**src/hw/rtl/ptc_pkg.sv**
```systemverilog
// Shared types and constants for the pressure/temperature compensation pipeline.
`default_nettype none
package ptc_pkg;

   localparam int DATA_W    = 32;
   localparam int RAW_W     = 16;
   localparam int CSR_IDX_W = 3;
   localparam int SIDE_W    = 50;

   // CSR indexes
   localparam logic [CSR_IDX_W-1:0] REG_AC1_AC2 = 3'd0;
   localparam logic [CSR_IDX_W-1:0] REG_AC3_AC4 = 3'd1;
   localparam logic [CSR_IDX_W-1:0] REG_AC5_AC6 = 3'd2;
   localparam logic [CSR_IDX_W-1:0] REG_B1_B2   = 3'd3;
   localparam logic [CSR_IDX_W-1:0] REG_MC_MD   = 3'd4;

   // Compensation constants
   localparam logic [DATA_W-1:0] TEMP_ROUND = 32'd8;
   localparam logic [DATA_W-1:0] B6_OFFSET  = 32'd4000;
   localparam logic [DATA_W-1:0] B3_ROUND   = 32'd2;
   localparam logic [DATA_W-1:0] X3_ROUND   = 32'd2;
   localparam logic [DATA_W-1:0] B4_BIAS    = 32'd32768;
   localparam logic [DATA_W-1:0] B7_SCALE   = 32'd50000;
   localparam logic [DATA_W-1:0] P_C1       = 32'd3038;
   localparam logic [DATA_W-1:0] P_C2       = 32'hFFFF_E343; // -7357
   localparam logic [DATA_W-1:0] P_C3       = 32'd3791;

   typedef logic [SIDE_W-1:0] side_type;

   // Calibration words, already extended to 32 bits
   typedef struct packed {
      logic [DATA_W-1:0] ac1;
      logic [DATA_W-1:0] ac2;
      logic [DATA_W-1:0] ac3;
      logic [DATA_W-1:0] ac4;
      logic [DATA_W-1:0] ac5;
      logic [DATA_W-1:0] ac6;
      logic [DATA_W-1:0] b1;
      logic [DATA_W-1:0] b2;
      logic [DATA_W-1:0] mc;
      logic [DATA_W-1:0] md;
   } cal_type;

   // Item handed to a divider
   typedef struct packed {
      logic              valid;
      logic [DATA_W-1:0] num;
      logic [DATA_W-1:0] den;
      side_type          side;
   } div_req_type;

   // Item leaving a divider
   typedef struct packed {
      logic              valid;
      logic [DATA_W-1:0] quo;
      side_type          side;
   } div_rsp_type;

   function automatic logic [DATA_W-1:0] asr(input logic [DATA_W-1:0] x,
                                              input int unsigned n);
      asr = DATA_W'($signed(x) >>> n);
   endfunction

endpackage
`default_nettype wire

```
**src/hw/rtl/ptc_poly.sv**
```systemverilog
// Final pressure correction polynomial and result registers.
`default_nettype none
module ptc_poly (
   input  wire                  clock,
   input  wire                  reset,
   input  ptc_pkg::div_rsp_type pdiv,
   output logic                 rsp_valid,
   output logic signed [31:0]   rsp_temperature_tenths,
   output logic signed [31:0]   rsp_pressure_pa,
   output logic                 rsp_divide_fault
);

   localparam int W = ptc_pkg::DATA_W;

   logic [W-1:0] s_temp;
   logic         s_late, s_fault;
   assign s_temp  = pdiv.side[W-1:0];
   assign s_late  = pdiv.side[W];
   assign s_fault = pdiv.side[W+1];

   logic [2:0]   v_ff;
   logic [W-1:0] p0_ff, t0_ff;
   logic         f0_ff;
   logic [W-1:0] a1_ff, b1_ff, p1_ff, t1_ff;
   logic         f1_ff;
   logic [W-1:0] c2_ff, bs2_ff, p2_ff, t2_ff;
   logic         f2_ff;
   logic [W-1:0] pa, pfin;

   logic              rv_ff, rf_ff;
   logic [W-1:0]      rt_ff, rp_ff;

   always_comb begin
      pa   = ptc_pkg::asr(p0_ff, 8);
      pfin = p2_ff + ptc_pkg::asr(ptc_pkg::asr(c2_ff, 16) + bs2_ff + ptc_pkg::P_C3, 4);
   end

   always_ff @(posedge clock) begin
      if (reset) begin
         v_ff  <= '0;
         rv_ff <= 1'b0;
      end else begin
         v_ff  <= {v_ff[1:0], pdiv.valid};
         rv_ff <= v_ff[2];
      end
      p0_ff  <= s_late ? {pdiv.quo[W-2:0], 1'b0} : pdiv.quo;
      t0_ff  <= s_temp;
      f0_ff  <= s_fault;
      a1_ff  <= pa * pa;
      b1_ff  <= ptc_pkg::P_C2 * p0_ff;
      p1_ff  <= p0_ff;
      t1_ff  <= t0_ff;
      f1_ff  <= f0_ff;
      c2_ff  <= a1_ff * ptc_pkg::P_C1;
      bs2_ff <= ptc_pkg::asr(b1_ff, 16);
      p2_ff  <= p1_ff;
      t2_ff  <= t1_ff;
      f2_ff  <= f1_ff;
      rt_ff  <= f2_ff ? '0 : t2_ff;
      rp_ff  <= f2_ff ? '0 : pfin;
      rf_ff  <= f2_ff;
   end

   assign rsp_valid              = rv_ff;
   assign rsp_temperature_tenths = $signed(rt_ff);
   assign rsp_pressure_pa        = $signed(rp_ff);
   assign rsp_divide_fault       = rf_ff;

endmodule
`default_nettype wire

```
**config.mk**
```make
export PLATFORM = sky130hd
export DESIGN_NAME = ptc_poly
export DESIGN_NICKNAME = d
export VERILOG_FILES = /design/src/hw/rtl/ptc_pkg.sv /design/src/hw/rtl/ptc_poly.sv
export SDC_FILE = /design/constraint.sdc
export NUM_CORES = 2
export LEC_CHECK = 0
export ABC_AREA = 1
export BUFFER_PORTS_ARGS = -buffer_cell sky130_fd_sc_hd__buf_2
export CORE_ASPECT_RATIO = 0.9
export CORE_MARGIN = 2
export CORE_UTILIZATION = 35
export DETAILED_ROUTE_END_ITERATION = 10
export PLACE_DENSITY = 0.46
export SYNTH_ARGS = -nofsm -noshare
export SYNTH_HDL_FRONTEND = slang
export SYNTH_SLANG_ARGS = --single-unit
export TNS_END_PERCENT = 1
```
**constraint.sdc**
```tcl
create_clock -name clock -period 15.8 [get_ports clock]
set_input_delay 0 -clock clock [delete_from_list [all_inputs] [get_ports clock]]
set_output_delay 0 -clock clock [all_outputs]
set_load 0.02 [all_outputs]
```
==> results.yml <==
run_status:
  status: "completed"
sta:
  rsz0062_at_grt: "no"
  fin_crit_ns: 6.88
  final_hold_viol_count: 0
  period_share_pct: 43.5
  finalClockSkew_ns: 0.0194
  timing.final.ws_setup_ns: 8.92
  tns_ns: 0
  tightestPinTransition_ns: 1.03
  slew_headroom_pct: 31.3
  setup_viol: 0
  drv_slew: 0
  clock.fmax_mhz: 145
drt:
  dr_wl_met3_um: 3400
  final_antenna_net_count: 0
  vias: 24200
  met2_length_um: 39200
  drc_errors: 0
  wl_met1_um: 42800
  wl_per_cell_um: 16.1
  drt_pre_antenna_iters: 5
  drt_iter0_markers: 1400
  top_layer_used: "met4"
  drt_wl_total_um: 86800
  vias_per_cell: 4.48
worst_setup_path:
  crit_type: "reg2reg"
  r2r-end: "a1_ff[24]"
  crit_arrival_ns: 7.38
  startpoint_type: "register"
  end_kind: "register"
  cp_max_fo: 26
  reg2reg_depth: 22
  crit_path_start: "p0_ff[15]"
  rrSetupSlack_ns: 8.92
  timing.critical_path.required_ns: 16.30
  rr_startpoint: "p0_ff[15]"
global_routing:
  overflow: 0
  grt_max_degree: 63
  gr-usage-all-layers_pct: 17.7
  antenna_found_initial: 5
  grt_pass1_wl_um: 140000
  grt_pass1_vias: 25200
synthesis:
  synth_cell_types: 58
  async_flop_share_pct: 0
  synth-seq-cells: 341
  ys.flop_type: "dfxtp_1"
  syn_area_um2: 34500
  syn_inst: 3876
  seq_area_frac_synth_pct: 19.8
  ys_warn_count: 0
  synth.most_common_cell: "inv_1"
  synth-edff-count: 0
  yosysTopAreaCell: "fa_1"
  synth_common_cells: "1093 x inv_1, 580 x nand2_1, 561 x fa_1, 395 x ha_1, 341 x dfxtp_1"
  yosysTopAreaCellShare_pct: 32.5
  synthTopCellsByArea: "fa_1 33%, dfxtp_1 20%, ha_1 14%, inv_1 12%, nand2_1 6.3%"
  syn_area_per_cell_um2: 8.90
placed_design:
  placed_cells: 5255
  hpwlAfterDp_um: 70900
  portBuffers: 134
  placed_area_um2: 36700
  gp_congestion: 0.900
  preCtsSetupSlack_ns: 8.93
cts:
  clk_latency_ns: 0.57
  clk_pin_slew_ns: 0.06
  cts_buffer_depth: 3
  cts_setup_buffers: 0
  cts_tree: "yes"
  cts_buffers: 36
  clock_sinks: 341
  root_buffer: "clkbuf_16"
  cts.htree.levels: 2
  ctsResizeCount: 0
  cts_hold_buffers: 81
finish:
  multiInputGateArea_um2: 23300
  layout.nets: 5139
  fin_area_um2: 38800
  syn_to_final_growth_pct: 12.5
  fin_cells: 5402
  regArea_um2: 6830
  n_fill_cell: 10000
  drive_gt1_share_pct: 7.10
die:
  initial_core_util_pct: 35.2
  dieArea_um2: 101000
  io-pin-count: 151
  rows: 109
  core_um2: 97900
  die_h_um: 302
  die_w_um: 335
flow_run:
  cap_violations: 0
min_path:
  hold_path_end: "t0_ff[2]"
  hp-class: "in2reg"
  hold_start: "pdiv[2]"
  whs_path_depth: 2
how the worst max path moves through the flow:
stage	to	cells past startpoint
2_1_floorplan	a1_ff[24]	23
3_3_place_gp	a1_ff[24]	22
3_5_place_dp	a1_ff[24]	22
4_1_cts	a1_ff[24]	22
5_1_grt	a1_ff[24]	22
6_report	a1_ff[24]	22
worst max-delay path, cell delays in order, from the launching register on:
cell	delay [ns]
dfxtp_1	0.46
buf_4	0.48
nand2_1	0.20
fa_1	0.54
inv_1	0.05
fa_1	0.52
inv_1	0.06
fa_1	0.46
fa_1	0.50
fa_1	0.54
inv_1	0.05
fa_1	0.47
inv_1	0.05
fa_1	0.47
inv_1	0.04
ha_1	0.39
nand2_1	0.15
nor4_1	0.54
a21oi_1	0.21
o21ai_1	0.29
nand3_1	0.11
nand2_1	0.09
xor2_1	0.13
final cells by class:
| type | count | area share [%] |
|---|---|---|
| flip-flops and latches | 341 | 17.6 |
| repair buffers | 237 | 4.24 |
| clock buffers | 48 | 2.62 |
| clock inverters | 17 | 0.696 |
| diodes | 1 | 0.00645 |
| multi-input cells | 2378 | 60.1 |
| well taps | 1276 | 4.11 |
| inverters | 1104 | 10.7 |
registers in the layout, summed over array words and instances, names as in the netlist:
| register | flops |
|---|---|
| rsp_temperature_tenths | 32 |
| t2_ff | 32 |
| f2_ff | 1 |
| p1_ff | 32 |
| a1_ff | 29 |
| f0_ff | 1 |
| rsp_pressure_pa | 32 |
| c2_ff | 16 |
| f1_ff | 1 |
| p2_ff | 32 |
| t0_ff | 32 |
| rsp_valid | 1 |
| p0_ff | 32 |
| t1_ff | 32 |
| bs2_ff | 16 |
| rsp_divide_fault | 1 |
| b1_ff | 16 |
| v_ff | 3 |
metal layers:
metal	up-vias	global-route usage, %
li1	12000	-
met1	11700	26.0
met2	406	28.3
met3	63	2.09
met4	0	3.37
met5	-	0
cell usage in the layout, fill, tap and decap left out, drive strengths merged, types with 3 or more instances in the layout:
| master | count |
|---|---|
| o31ai | 5 |
| a21o | 11 |
| fa | 561 |
| nand4 | 24 |
| inv | 1108 |
| nor2 | 172 |
| o21ai | 96 |
| a31oi | 8 |
| conb | 3 |
| nand3b | 4 |
| a21oi | 199 |
| nand3 | 88 |
| nand2 | 604 |
| o21bai | 13 |
| dfxtp | 341 |
| o21a | 12 |
| nor3 | 14 |
| xor2 | 77 |
| o2111ai | 4 |
| ha | 395 |
| o211ai | 7 |
| clkbuf | 48 |
| nor4 | 7 |
| or2 | 8 |
| a21boi | 6 |
| buf | 156 |
| dlygate4sd3 | 81 |
| clkinv | 8 |
| xnor2 | 47 |
| bufinv | 5 |
per-stage QoR:
| step | utilization, % | hold slack [ns] |
|---|---|---|
| 2_1_floorplan | - | 0.0277 |
| 3_3_place_gp | 37.5 | 0.102 |
| 3_5_place_dp | 37.5 | 0.104 |
| 4_1_cts | 39.6 | 0.0221 |
| 5_1_grt | 39.6 | 0.0542 |
| 6_report | 39.6 | 0.0741 |
kinds of logic after synthesis:
kind of cell / after synthesis / synth area share, %
buf+inv: 1159 / 12.7
fa+ha+maj: 956 / 46.9
simple gates: 925 / 11.3
compound gates: 369 / 6.07
flops: 341 / 19.8
xor+xnor: 124 / 3.19
other cells: 1 / 0.0109
mux: 1 / 0.0326
Power is not shown: default switching activity piles up to over one toggle a cycle in this logic, so the estimate is an artifact.
